--- src/design/rbsi_pkg.sv ---
// Package for the ray/box slab intersection core: widths, register map, pipeline payloads.
package rbsi_pkg;

  localparam int FRAC_BITS = 16;
  localparam int COORD_W   = 32;
  localparam int REM_W     = COORD_W;
  localparam int QUO_W     = COORD_W + FRAC_BITS;
  localparam int T_BITS    = 48;
  localparam int CMP_W     = (QUO_W > T_BITS) ? QUO_W : T_BITS;
  localparam int EXT_W     = T_BITS + 1;
  localparam logic [CMP_W-1:0] T_SAT = CMP_W'((64'd1 << (T_BITS - 1)) - 64'd1);

  localparam int PADDR_W   = 5;
  localparam int PDATA_W   = 32;

  localparam logic [2:0] REG_BOX_MIN_X = 3'd0;
  localparam logic [2:0] REG_BOX_MIN_Y = 3'd1;
  localparam logic [2:0] REG_BOX_MIN_Z = 3'd2;
  localparam logic [2:0] REG_BOX_MAX_X = 3'd3;
  localparam logic [2:0] REG_BOX_MAX_Y = 3'd4;
  localparam logic [2:0] REG_BOX_MAX_Z = 3'd5;

  // One divider lane: partial remainder and dividend/quotient shift word.
  typedef struct packed {
    logic [REM_W-1:0] rem;
    logic [QUO_W-1:0] quo;
  } lane_t;

  // Lanes 2a and 2a+1 carry the min and max plane of axis a.
  typedef struct packed {
    lane_t [5:0]              lane;
    logic  [2:0][COORD_W-1:0] dm;
    logic  [5:0]              neg;
    logic  [2:0]              zero;
    logic  [2:0]              in_slab;
  } slab_t;

  typedef struct packed {
    logic [2:0][EXT_W-1:0] lo;
    logic [2:0][EXT_W-1:0] hi;
    logic [2:0]            zero;
    logic [2:0]            in_slab;
  } span_t;

  typedef struct packed {
    logic valid;
    logic hold;
  } flow_t;

endpackage

--- src/design/rbsi_div_cell.sv ---
// One restoring-division step for all six plane lanes, with a pipeline register.
module rbsi_div_cell (
  input  logic                clk,
  input  logic                rst,
  input  logic                in_valid,
  input  rbsi_pkg::slab_t     in_data,
  input  logic                down_hold,
  output rbsi_pkg::flow_t     flow,
  output rbsi_pkg::slab_t     out_data
);

  logic            valid;
  rbsi_pkg::slab_t data_next;
  logic            en;

  always_comb begin
    logic [rbsi_pkg::REM_W:0] t;
    logic [rbsi_pkg::REM_W:0] dmx;
    logic [rbsi_pkg::REM_W:0] diff;
    logic                     ge;
    data_next = in_data;
    for (int k = 0; k < 6; k++) begin
      t    = {in_data.lane[k].rem, in_data.lane[k].quo[rbsi_pkg::QUO_W-1]};
      dmx  = {1'b0, in_data.dm[k/2]};
      diff = t - dmx;
      ge   = (t >= dmx);
      data_next.lane[k].rem = ge ? diff[rbsi_pkg::REM_W-1:0] : t[rbsi_pkg::REM_W-1:0];
      data_next.lane[k].quo = {in_data.lane[k].quo[rbsi_pkg::QUO_W-2:0], ge};
    end
  end

  assign en         = !valid || !down_hold;
  assign flow.valid = valid;
  assign flow.hold  = valid && down_hold;

  always_ff @(posedge clk) begin
    if (rst) begin
      valid <= 1'b0;
    end else if (en) begin
      valid <= in_valid;
    end
  end

  always_ff @(posedge clk) begin
    if (en) begin
      out_data <= data_next;
    end
  end

endmodule

--- config.mk ---
export PLATFORM = sky130hd
export DESIGN_NAME = rbsi_div_cell
export DESIGN_NICKNAME = d
export VERILOG_FILES = /design/src/design/rbsi_pkg.sv /design/src/design/rbsi_div_cell.sv
export SDC_FILE = /design/constraint.sdc
export NUM_CORES = 1
export LEC_CHECK = 0
export BUFFER_PORTS_ARGS = -buffer_cell sky130_fd_sc_hd__buf_4
export CAP_MARGIN = 20
export CORE_AREA = 4 4 463 465
export CTS_BUF_LIST = sky130_fd_sc_hd__clkbuf_4
export CTS_CLUSTER_SIZE = 30
export DETAILED_ROUTE_END_ITERATION = 16
export DIE_AREA = 0 0 467 469
export GPL_TIMING_DRIVEN = 0
export PLACE_DENSITY_LB_ADDON = 0.15
export SLEW_MARGIN = 25
export SYNTH_ARGS = -nofsm -noshare
export SYNTH_HDL_FRONTEND = slang
export SYNTH_SLANG_ARGS = --single-unit
--- constraint.sdc ---
create_clock -name clk -period 13.1 [get_ports clk]
set_input_delay 0.655 -clock clk [delete_from_list [all_inputs] [get_ports clk]]
set_output_delay 0.655 -clock clk [all_outputs]
set_load 0.05 [all_outputs]
==> results.ini <==
[setup_path]
worst_path_most_repeated_cell = dlygate4sd3_1
cp_max_fo = 10
arrival_ns = 6.15
path_buf_inv = 7
cp_cell_sequence = dlygate4sd3_1 -> buf_4 -> inv_1 -> ha_1 -> o21a_1 -> o211ai_1 -> a31oi_1 -> a211oi_1 -> a211oi_2 -> o21ai_0 -> and2_1 -> buf_2 -> clkbuf_1 -> a21oi_1 -> dlygate4sd3_1 -> nand3_1 -> dlygate4sd3_1
critPathCaptureType = flop
critPathRequiredTime_ns = 14.17
cpLargestDelayFamily = buffers and inverters
cpPeakStageDelay_ns = 0.70
worstSetupPathType = in2reg
worst_setup_path_start_kind = input pin
worst_path_max_delay_cell = a211oi_1

[cts]
postCtsSetupRepairBufs = 0
cts_inserted_buffers = 196
cts-root-buf = clkbuf_4
clk_pin_slew_ns = 0.07
cts_buffer_depth = 3
cts_max_level = 4
cts_sinks = 589
cts-resized-gates = 0
cts_tree = yes
insertion_delay_ns = 1.22
cts-hold-fix-buffers = 884

[layout]
stdcell_area_um2 = 54600
layout_commonest_cell = buf_4
synthToLayoutAreaGrowth_pct = 78.1
final_cell_mix = buf_4, dlygate4sd3_1, edfxtp_1
drive_gt1_frac = 0.338
fin_util = 0.261
fin_nets = 5532

[global_route]
grt_pass1_wl_um = 241000
grt_max_degree = 82
grt_antenna_before_repair = 76
first_global_vias = 31000
grt.overflow.total = 0
track_usage = 0.156

[placement]
hpwl_um = 146000
placed_cell_area_um2 = 43300
gp_congestion = 0.847
io_buffers = 1181

[synthesis]
ys.flop_type = edfxtp_1
netlist_area_um2 = 30700
synth_edf_count = 588
synthDistinctLibCells = 88
syn_avg_cell_area_um2 = 12.4
ys_warn_count = 0
ys_seq_elements = 589
synthArstFlopShare = 0
syn_inst = 2471
synth_fp_nets = 3261
yosysSeqAreaShare = 0.577

[timing]
max-slew-margin-rel = 0.275
timing.fmax_mhz = 197
fin_setup_tns_ns = 0
drv_slew = 0
setup-violations-final = 0
fin_skew_ns = 0.0946
period_minus_slack_ns = 5.08
holdWs_ns = 0.246
rsz0062_at_grt = no
period_share = 0.388
hold_viol = 0
worst_slew_pin_slew_ns = 1.08

[floorplanning]
initial_utilization = 0.146
die_h_um = 469
coreArea_um2 = 210000
dieWidth_um = 467
io_pins = 1182
rows = 168
die-area_um2 = 219000

[pwr]
powerDensity_nw_per_um2 = 125
p_leak_nw = 23.4
power_mw = 6.82
irDropWorstVdd_uv = 79.3

[detailed_routing]
wl_um = 179000
vias_per_cell = 3.86
post_drt_wl_per_cell_um = 23.2
drc = 0
vias = 29800
drtIter0Drc = 1705
dr.pass1.iters = 7
antenna_left = 0

[hold_path]
holdCritPathClass = in2reg

[outcome]
status = finished clean

[job]
drv_cap = 0

power by group:
part / internal [mW] / switching (mW)
sequential: 2.34 / 0.0741
clock: 0.965 / 0.998
combinational: 0.887 / 1.56
cell families after synthesis:
kind of cell,after synthesis,share of synthesized area
AOI/OAI and AO/OA,639,0.138
xor gates and xnor gates,148,0.0423
adders and majority gates,198,0.0823
buffers and inverters,235,0.0310
DFF,589,0.577
muxes,121,0.0442
and+or+nand+nor,541,0.0860
flip-flops by register name (all words and copies together) (netlist names):
| signal | count |
|---|---|
| out_data | 588 |
| valid | 1 |
Yosys cell counts (13+ instances only):
| cell | count | area (um2) |
|---|---|---|
| o21a_1 | 33 | 248 |
| inv_1 | 165 | 619 |
| nand4_1 | 32 | 200 |
| nor2b_1 | 23 | 144 |
| a21oi_1 | 174 | 871 |
| mux2_2 | 111 | 1250 |
| nor3_1 | 29 | 145 |
| and2_1 | 21 | 131 |
| ha_1 | 192 | 2400 |
| o211ai_1 | 13 | 97.6 |
| a31oi_1 | 18 | 113 |
| nand2b_1 | 22 | 138 |
| o31ai_1 | 16 | 120 |
| xnor2_1 | 94 | 823 |
| clkbuf_1 | 41 | 154 |
| nand2_1 | 153 | 574 |
| buf_2 | 20 | 100 |
| edfxtp_1 | 588 | 17700 |
| a21o_1 | 115 | 863 |
| nand3_1 | 39 | 195 |
| o21ai_0 | 120 | 601 |
| nor2_1 | 138 | 518 |
| a211oi_1 | 21 | 158 |
| and3_1 | 28 | 175 |
| o21bai_1 | 16 | 120 |
| xor2_1 | 54 | 473 |
worst register-to-register path, cell delays in order, from the launching register on:
cell	delay (ns)
dfxtp_1	0.36
nand2_8	0.42
buf_16	0.38
buf_16	0.36
buf_16	0.51
worst paths after layout:
kind / start / end / slack, ns / cells past startpoint
max: in_data[21] / out_data[187] / 8.02 / 17
min: down_hold / out_data[387] / 0.25 / 2
max reg2reg: valid / out_data[298] / 10.69 / 4
min reg2reg: valid / out_data[387] / 1.05 / 1
layout make-up:
cell class | instances | area, um2
fill | 22400 | 155000
timing repair buffer | 2073 | 17900
sequential | 589 | 17700
multi-input combinational | 1647 | 12100
tap | 2805 | 3510
clock buffer | 273 | 2050
inverter | 166 | 623
buffer | 69 | 327
clock inverter | 53 | 314
antenna | 42 | 105
layer usage:
| metal | up-vias | GRT usage | wire length [um] |
|---|---|---|---|
| met5 | - | 0 | 101 |
| met4 | 16 | 0.0498 | 4840 |
| met3 | 256 | 0.0464 | 13300 |
| met1 | 14300 | 0.183 | 72200 |
| met2 | 1099 | 0.271 | 88900 |
| li1 | 14100 | - | - |
stage by stage:
stage	setup slack, ns	std cells
final	8.02	7717
after global routing	7.97	7703
after CTS	8.35	7675
after detailed placement	7.94	6465
after global placement	-1.17	6457
after floorplan	2.37	2471
No activity file was read; power rests on OpenSTA's default activity.
