$ cat config.mk
export PLATFORM = sky130hd
export DESIGN_NAME = rbsi_order_cell
export DESIGN_NICKNAME = d
export VERILOG_FILES = /design/src/design/rbsi_pkg.sv /design/src/design/rbsi_order_cell.sv
export SDC_FILE = /design/constraint.sdc
export NUM_CORES = 1
export LEC_CHECK = 0
export ABC_AREA = 1
export BUFFER_PORTS_ARGS = -buffer_cell sky130_fd_sc_hd__buf_2
export CAP_MARGIN = 20
export CORE_AREA = 2 2 345 347
export DETAILED_ROUTE_END_ITERATION = 6
export DIE_AREA = 0 0 347 349
export GPL_TIMING_DRIVEN = 0
export HOLD_SLACK_MARGIN = 0.05
export PLACE_DENSITY = 0.48
export SETUP_SLACK_MARGIN = 0.15
export SLEW_MARGIN = 5
export SYNTH_ARGS = -nofsm -noshare
export SYNTH_HDL_FRONTEND = slang
export SYNTH_SLANG_ARGS = --single-unit
$ cat constraint.sdc
create_clock -name clk -period 13.7 [get_ports clk]
set_clock_uncertainty 0.05 [all_clocks]
set_input_delay 2.74 -clock clk [delete_from_list [all_inputs] [get_ports clk]]
set_output_delay 2.74 -clock clk [all_outputs]
set_load 0.1 [all_outputs]
$ cat src/design/rbsi_pkg.sv
// Package for the ray/box slab intersection core: widths, register map, pipeline payloads.
package rbsi_pkg;

  localparam int FRAC_BITS = 16;
  localparam int COORD_W   = 32;
  localparam int REM_W     = COORD_W;
  localparam int QUO_W     = COORD_W + FRAC_BITS;
  localparam int T_BITS    = 48;
  localparam int CMP_W     = (QUO_W > T_BITS) ? QUO_W : T_BITS;
  localparam int EXT_W     = T_BITS + 1;
  localparam logic [CMP_W-1:0] T_SAT = CMP_W'((64'd1 << (T_BITS - 1)) - 64'd1);

  localparam int PADDR_W   = 5;
  localparam int PDATA_W   = 32;

  localparam logic [2:0] REG_BOX_MIN_X = 3'd0;
  localparam logic [2:0] REG_BOX_MIN_Y = 3'd1;
  localparam logic [2:0] REG_BOX_MIN_Z = 3'd2;
  localparam logic [2:0] REG_BOX_MAX_X = 3'd3;
  localparam logic [2:0] REG_BOX_MAX_Y = 3'd4;
  localparam logic [2:0] REG_BOX_MAX_Z = 3'd5;

  // One divider lane: partial remainder and dividend/quotient shift word.
  typedef struct packed {
    logic [REM_W-1:0] rem;
    logic [QUO_W-1:0] quo;
  } lane_t;

  // Lanes 2a and 2a+1 carry the min and max plane of axis a.
  typedef struct packed {
    lane_t [5:0]              lane;
    logic  [2:0][COORD_W-1:0] dm;
    logic  [5:0]              neg;
    logic  [2:0]              zero;
    logic  [2:0]              in_slab;
  } slab_t;

  typedef struct packed {
    logic [2:0][EXT_W-1:0] lo;
    logic [2:0][EXT_W-1:0] hi;
    logic [2:0]            zero;
    logic [2:0]            in_slab;
  } span_t;

  typedef struct packed {
    logic valid;
    logic hold;
  } flow_t;

endpackage

$ cat src/design/rbsi_order_cell.sv
// Saturates, signs, orders axis pairs to entry/exit; zero-dir axes get widest.
module rbsi_order_cell (
  input  logic                clk,
  input  logic                rst,
  input  logic                in_valid,
  input  rbsi_pkg::slab_t     in_data,
  input  logic                down_hold,
  output rbsi_pkg::flow_t     flow,
  output rbsi_pkg::span_t     out_data
);

  logic            valid;
  rbsi_pkg::span_t data_next;
  logic            en;

  always_comb begin
    logic [rbsi_pkg::CMP_W-1:0]    qz;
    logic [rbsi_pkg::T_BITS-2:0]   mag;
    logic [rbsi_pkg::EXT_W-1:0]    v [6];
    for (int k = 0; k < 6; k++) begin
      qz   = rbsi_pkg::CMP_W'(in_data.lane[k].quo);
      mag  = (qz > rbsi_pkg::T_SAT) ? rbsi_pkg::T_SAT[rbsi_pkg::T_BITS-2:0]
                                    : qz[rbsi_pkg::T_BITS-2:0];
      v[k] = in_data.neg[k] ? -rbsi_pkg::EXT_W'(mag) : rbsi_pkg::EXT_W'(mag);
    end
    data_next.zero    = in_data.zero;
    data_next.in_slab = in_data.in_slab;
    for (int a = 0; a < 3; a++) begin
      if (in_data.zero[a]) begin
        // unconstrained axis: widest interval
        data_next.lo[a] = {1'b1, {(rbsi_pkg::EXT_W-1){1'b0}}};
        data_next.hi[a] = {1'b0, {(rbsi_pkg::EXT_W-1){1'b1}}};
      end else if ($signed(v[2*a]) > $signed(v[2*a+1])) begin
        data_next.lo[a] = v[2*a+1];
        data_next.hi[a] = v[2*a];
      end else begin
        data_next.lo[a] = v[2*a];
        data_next.hi[a] = v[2*a+1];
      end
    end
  end

  assign en         = !valid || !down_hold;
  assign flow.valid = valid;
  assign flow.hold  = valid && down_hold;

  always_ff @(posedge clk) begin
    if (rst) begin
      valid <= 1'b0;
    end else if (en) begin
      valid <= in_valid;
    end
  end

  always_ff @(posedge clk) begin
    if (en) begin
      out_data <= data_next;
    end
  end

endmodule
==> impl_metrics.json, run 1 <==
{
  "power.leakage_nw": 17.7,
  "pwr-share-seq_pct": 26.6,
  "power_density_nw_per_um2": 125,
  "yosysSeqAreaShare_pct": 29.7,
  "grt_pass1_wl_mm": 218,
  "synthMuxAreaShare_pct": 0,
  "max_stage_delay_ns": 0.46,
  "drive_gt1_share_pct": 19.8,
  "synth_top_family_by_area": "simple AND/OR/NAND/NOR gates",
  "root_buffer": "clkbuf_16",
  "cts.sinks": 301,
  "cts_tree": "built",
  "clkLatencyLatePin_ns": 0.60,
  "critical_path_class": "primary input to flop",
  "fin_tns_setup_ns": 0,
  "post-dp-hpwl_mm": 131,
  "antenna_found_initial": 22,
  "maxCapViolations": 0,
  "placed_cells": 6773,
  "htree_levels": 2,
  "grt_remaining_overflow": 0,
  "multiInputGateArea_um2": 18000,
  "ys_warn_count": 0,
  "die_w_um": 347,
  "viasPerCell": 4.83,
  "syn_to_final_growth_pct": 21.1,
  "rr_startpoint": "valid$_SDFFE_PP0N_",
  "vias": 33100,
  "clk_path_buf_depth": 3,
  "rows": 126,
  "ioPinCount": 894,
  "finalCritPeriodShare_pct": 57.0,
  "synth_common_cells": "nand2_1, nor2_1, inv_1, nand3_1, edfxtp_1",
  "setup_violations": 0,
  "route.detailed.drc": 0,
  "die_h_um": 349,
  "syn_nets": 5380,
  "dr.pass1.iters": 6,
  "syn_area_um2": 30400,
  "totalWireLength_mm": 155,
  "synthAdderAreaFrac_pct": 6.30,
  "worstHoldPathType": "flop to flop",
  "synth_compound_area_share_pct": 4.48,
  "cp_slowest_cell": "xor2_1",
  "crit_arrival_ns": 8.03,
  "cp-end-kind": "flop",
  "syn_area_per_cell_um2": 6.56,
  "synthFlopType": "edfxtp_1",
  "critical-path-top-delay-family": "simple AND/OR/NAND/NOR gates",
  "post-cts-setup-buffers": 0,
  "power_frac_comb_pct": 48.7,
  "final_max_slew_viol_count": 0,
  "gp_congestion": 0.986,
  "status": "complete, no violations",
  "holdBufCountCts": 0,
  "slew_headroom_pct": 44.4,
  "dp_slack_ns": 5.32,
  "synth_edf_count": 300,
  "power_switching_w": 0.00232,
  "syn_inst": 4635,
  "clk_transition_reported_paths_ns": 0.06,
  "ir_drop_uv": 103,
  "max_freq_mhz": 128,
  "synth_top_cell_area_share_pct": 29.6,
  "fin_nets": 6023,
  "crit_fanout": 10,
  "fin_crit_ns": 7.81,
  "switching_share_pct": 50.4,
  "synth_area_leaders": "edfxtp_1, nand2_1, nor2_1, nand3_1, inv_1",
  "nFillCells": 13200,
  "final-instance-count-excl-fill": 6847,
  "synth_cell_types": 49,
  "grtUsageTotal_pct": 24.7,
  "cp_common_cell": "nand2_1",
  "ant_nets": 0,
  "worst_pin_slew_ns": 0.834,
  "grt_max_degree": 101,
  "hp-start": "valid$_SDFFE_PP0N_",
  "synth_xor_area_share_pct": 5.82,
  "fin_util_pct": 31.3,
  "core_area_um2": 117000,
  "grt_setup_unrepaired": "no",
  "finalHoldViolations": 0,
  "crit_start": "in_data[315]",
  "cts_resized": 0,
  "synth_most_common_cell": "nand2_1",
  "async_flop_share_pct": 0,
  "portBuffers": 599,
  "yosys.area.top_type": "edfxtp_1",
  "worstPathRequired_ns": 13.92,
  "fin_ws_ns": 5.89,
  "start_util_pct": 25.9,
  "critical_path_buf_inv_count": 6,
  "synth-seq-cells": 301,
  "regArea_um2": 9030,
  "p_clk_share_pct": 24.8,
  "wl_per_cell_um": 22.6,
  "die-area_um2": 121000,
  "synth_simple_gate_area_share_pct": 42.7,
  "grt_pass1_vias": 31300,
  "first_iter_violations": 2968,
  "start_kind": "primary input",
  "cts_made_buffers": 39,
  "p_int_w": 0.00228
}
-- cell usage in the layout, fill, tap and decap left out, drive strengths merged, types with 12 or more instances in the layout --
cell	synthesis	final
nor3	59	59
nor2	822	822
xor2	126	126
nand4	65	65
ha	153	153
buf	131	733
clkinv	0	14
nand3b	31	31
edfxtp	300	300
or2	12	12
inv	607	609
nand2	1436	1436
a21oi	135	135
clkbuf	52	96
o21ai	91	91
xnor2	51	51
nand3	534	534
-- cell families after synthesis --
| logic type | after synthesis |
|---|---|
| simple gates | 2977 |
| buf+inv | 790 |
| flops | 301 |
| compound gates | 237 |
| xor+xnor | 177 |
| fa+ha+maj | 153 |
-- state kept, by name (all words and copies together) (netlist names) --
signal / count
out_data: 300
valid: 1
-- metrics by stage --
stage               instance area (um^2)  power [W]  hold slack (ns)
CTS                                36800    0.00462            0.870
global placement                   35300    0.00346             2.85
global route                       36800    0.00479            0.905
finish                             36800    0.00459            0.847
floorplan                          30400    0.00287             2.76
detailed placement                 35400    0.00345            0.863
-- area by class of cell --
| class | count | share of cell area [%] |
|---|---|---|
| multi-input combinational | 3544 | 49.0 |
| clock buffer | 44 | 2.70 |
| clock inverter | 26 | 1.04 |
| tap | 1536 | 5.22 |
| timing repair buffer | 602 | 8.37 |
| inverter | 607 | 6.19 |
| buffer | 183 | 2.85 |
| sequential | 301 | 24.5 |
| antenna | 4 | 0.0272 |
-- worst paths after layout --
check                                 to  slack, ns  cells after the start
max           out_data[55]$_SDFFCE_PP1N_       5.89                     27
min          out_data[197]$_SDFFCE_PP0N_       0.85                      1
max reg2reg  out_data[277]$_SDFFCE_PP0N_      11.59                      3
min reg2reg  out_data[197]$_SDFFCE_PP0N_       0.85                      1
-- metal layers --
metal / vias to the layer above / routed length, um / track usage, %
met4: 6 / 3700 / 5.82
met2: 1432 / 70000 / 40.6
met3: 157 / 12000 / 4.53
met5: - / 45 / 0
li1: 16000 / - / -
met1: 15500 / 69100 / 33.3
-- power by group through the flow --
stage	sequential, W	combinational [W]	clock (W)
floorplan	0.00214	0.000725	0
global placement	0.00125	0.00222	0
detailed placement	0.00124	0.00222	0
CTS	0.00122	0.00223	0.00117
global route	0.00123	0.00236	0.00120
finish	0.00122	0.00224	0.00114
Note: power is estimated with default switching activity, not from simulation.
==> inputs of run 2 (changes only) <==
clock period = 7.7 ns   (was 13.7 ns; I/O delays follow)
==> run 2 against run 1 <==
  * The run now ends with design-rule violations left
  * First-iteration DRC count shrank 7.9%
  * Via count is 0.20% lower
  * Worst setup slack got worse by 5.0 ns
  * Count of clock-buffer cells in the layout increased by 2
  * Register-to-register slack got worse by 6.0 ns
  * Hold slack better by 0.17 ns
  * Final area down 0.32%
  * Global-route usage up 0.51 points
  * Combinational power is 78% higher
  * Wire length rose by 1.8%
  * Utilization is 0.10 points lower
  * Critical path type unchanged
==> impl_metrics.json, run 2 (synthesis results as in run 1) <==
{
  "status": "complete, but fails checks",
  "violations": "design-rule violations",
  "start_kind": "primary input",
  "clk_transition_reported_paths_ns": 0.07,
  "fin_util_pct": 31.2,
  "critical_path_class": "primary input to flop",
  "rrSetupSlack_ns": 5.63,
  "power.leakage_nw": 17.6,
  "use_met1_pct": 33.8,
  "cp-end-kind": "flop",
  "root_buffer": "clkbuf_16",
  "fin_ws_ns": 0.888,
  "grt_setup_unrepaired": "no",
  "grt_pass1_vias": 31400,
  "cts_resized": 0,
  "endpoint": "out_data[55]$_SDFFCE_PP1N_",
  "die-area_um2": 121000,
  "max_stage_delay_ns": 0.44,
  "met2_usage_pct": 41.4,
  "core_area_um2": 117000,
  "cts_made_buffers": 39,
  "dr.pass1.iters": 7,
  "dp_slack_ns": 0.258,
  "viasPerCell": 4.82,
  "slew_headroom_pct": 25.5,
  "final-instance-count-excl-fill": 6847,
  "post-dp-hpwl_mm": 134,
  "crit_start": "in_data[315]",
  "die_h_um": 349,
  "vias": 33000,
  "cp_slowest_cell": "xor2_1",
  "start_util_pct": 25.9,
  "final_common_cell": "nand2_1",
  "crit_arrival_ns": 7.21,
  "grtUsageTotal_pct": 25.2,
  "post-cts-setup-buffers": 0,
  "syn_to_final_growth_pct": 20.7,
  "clk_path_buf_depth": 3,
  "route.detailed.drc": 1,
  "ant_nets": 0,
  "grt_remaining_overflow": 0,
  "worstHoldPathType": "primary input to flop",
  "top_register": "out_data",
  "worst_pin_slew_ns": 1.11,
  "crit_fanout": 10,
  "rr_startpoint": "valid$_SDFFE_PP0N_",
  "htree_levels": 2,
  "top_regs": "out_data (300), valid (1)",
  "die_w_um": 347,
  "ir_drop_uv": 183,
  "fin_nets": 6022,
  "finalHoldViolations": 0,
  "holdBufCountCts": 0,
  "portBuffers": 599,
  "placed_cells": 6772,
  "fin_crit_ns": 6.81,
  "drive_gt1_share_pct": 19.8,
  "r2r_end": "out_data[281]$_SDFFCE_PP0N_",
  "reg2regPathDepth": 2,
  "worstPathRequired_ns": 8.10,
  "fin_tns_setup_ns": 0,
  "first_iter_violations": 2735,
  "grt_max_degree": 106,
  "cp_common_cell": "nor2_1",
  "critical_path_buf_inv_count": 7,
  "largest_reg_flops": 300,
  "cts.sinks": 301,
  "critical-path-top-delay-family": "simple AND/OR/NAND/NOR gates",
  "wl_per_cell_um": 23.0,
  "cts_tree": "built",
  "ioPinCount": 894,
  "clkLatencyLatePin_ns": 0.62,
  "final_cell_mix": "nand2_1, nor2_1, buf_2",
  "rows": 126,
  "timing.hold.ws_ns": 1.02,
  "antenna_found_initial": 18,
  "setup_violations": 0,
  "grt_busiest_layer": "met2",
  "final_max_slew_viol_count": 0,
  "power_density_nw_per_um2": 220,
  "globalRouteMet3Util_pct": 4.83,
  "path_depth": 28,
  "maxCapViolations": 0,
  "finalCritPeriodShare_pct": 88.5,
  "max_freq_mhz": 147,
  "totalWireLength_mm": 158,
  "grt_pass1_wl_mm": 221,
  "gp_congestion": 0.969
}
-- run 2: cell types whose count changed in the layout (fill, tap and decap cells not counted), moves of 2 or more --
cell	previous run	this run
clkbuf_1	57	59
bufinv_16	8	3
clkinv_8	2	0
clkinvlp_4	2	4
-- run 2: how the worst min path moves through the flow --
stage	startpoint	end	slack, ns	depth (start not counted)
final	rst	valid$_SDFFE_PP0N_	1.02	2
after detailed placement	valid$_SDFFE_PP0N_	out_data[1]$_DFFE_PN_	1.22	1
after CTS	rst	valid$_SDFFE_PP0N_	0.98	2
after floorplan	rst	valid$_SDFFE_PP0N_	1.56	1
after global placement	rst	valid$_SDFFE_PP0N_	1.65	2
after global routing	rst	valid$_SDFFE_PP0N_	1.0	2
-- run 2: power breakdown --
| group | total, W | internal, W | switching, W |
|---|---|---|---|
| Clock | 0.00190 | 0.00106 | 0.000837 |
| Combinational | 0.00399 | 0.000752 | 0.00324 |
| Sequential | 0.00217 | 0.00208 | 0.0000828 |
| Total | 0.00805 | 0.00390 | 0.00416 |
-- run 2: layout make-up --
cell class              instances  area (um^2)
clock buffers                  46         1000
plain buffers                 183         1050
clock inverters                25          287
fillers                     13200        80800
inverters                     607         2280
well taps                    1536         1920
diodes                          4         10.0
repair buffers                601         3050
multi-input cells            3544        18000
flip-flops and latches        301         9030
-- run 2: worst reg2reg max path, delay by kind of cell (launching register included) --
family                 cells  cell delay, ns
flip-flops                 1            0.37
buffers and inverters      1            0.43
AND/OR/NAND/NOR            1            0.59
-- run 2: per-layer routing --
metal / share of wire [%] / vias up
met2: 45 / 1357
met1: 45 / 15500
li1: - / 16000
met4: 2.5 / 4
met5: 0.016 / -
met3: 7.3 / 158
-- run 2: through the flow --
step,total power [W],cell area (um^2)
after global routing,0.00840,36700
after global placement,0.00616,35300
after floorplan,0.00510,30400
after detailed placement,0.00615,35400
after CTS,0.00809,36700
final,0.00805,36700
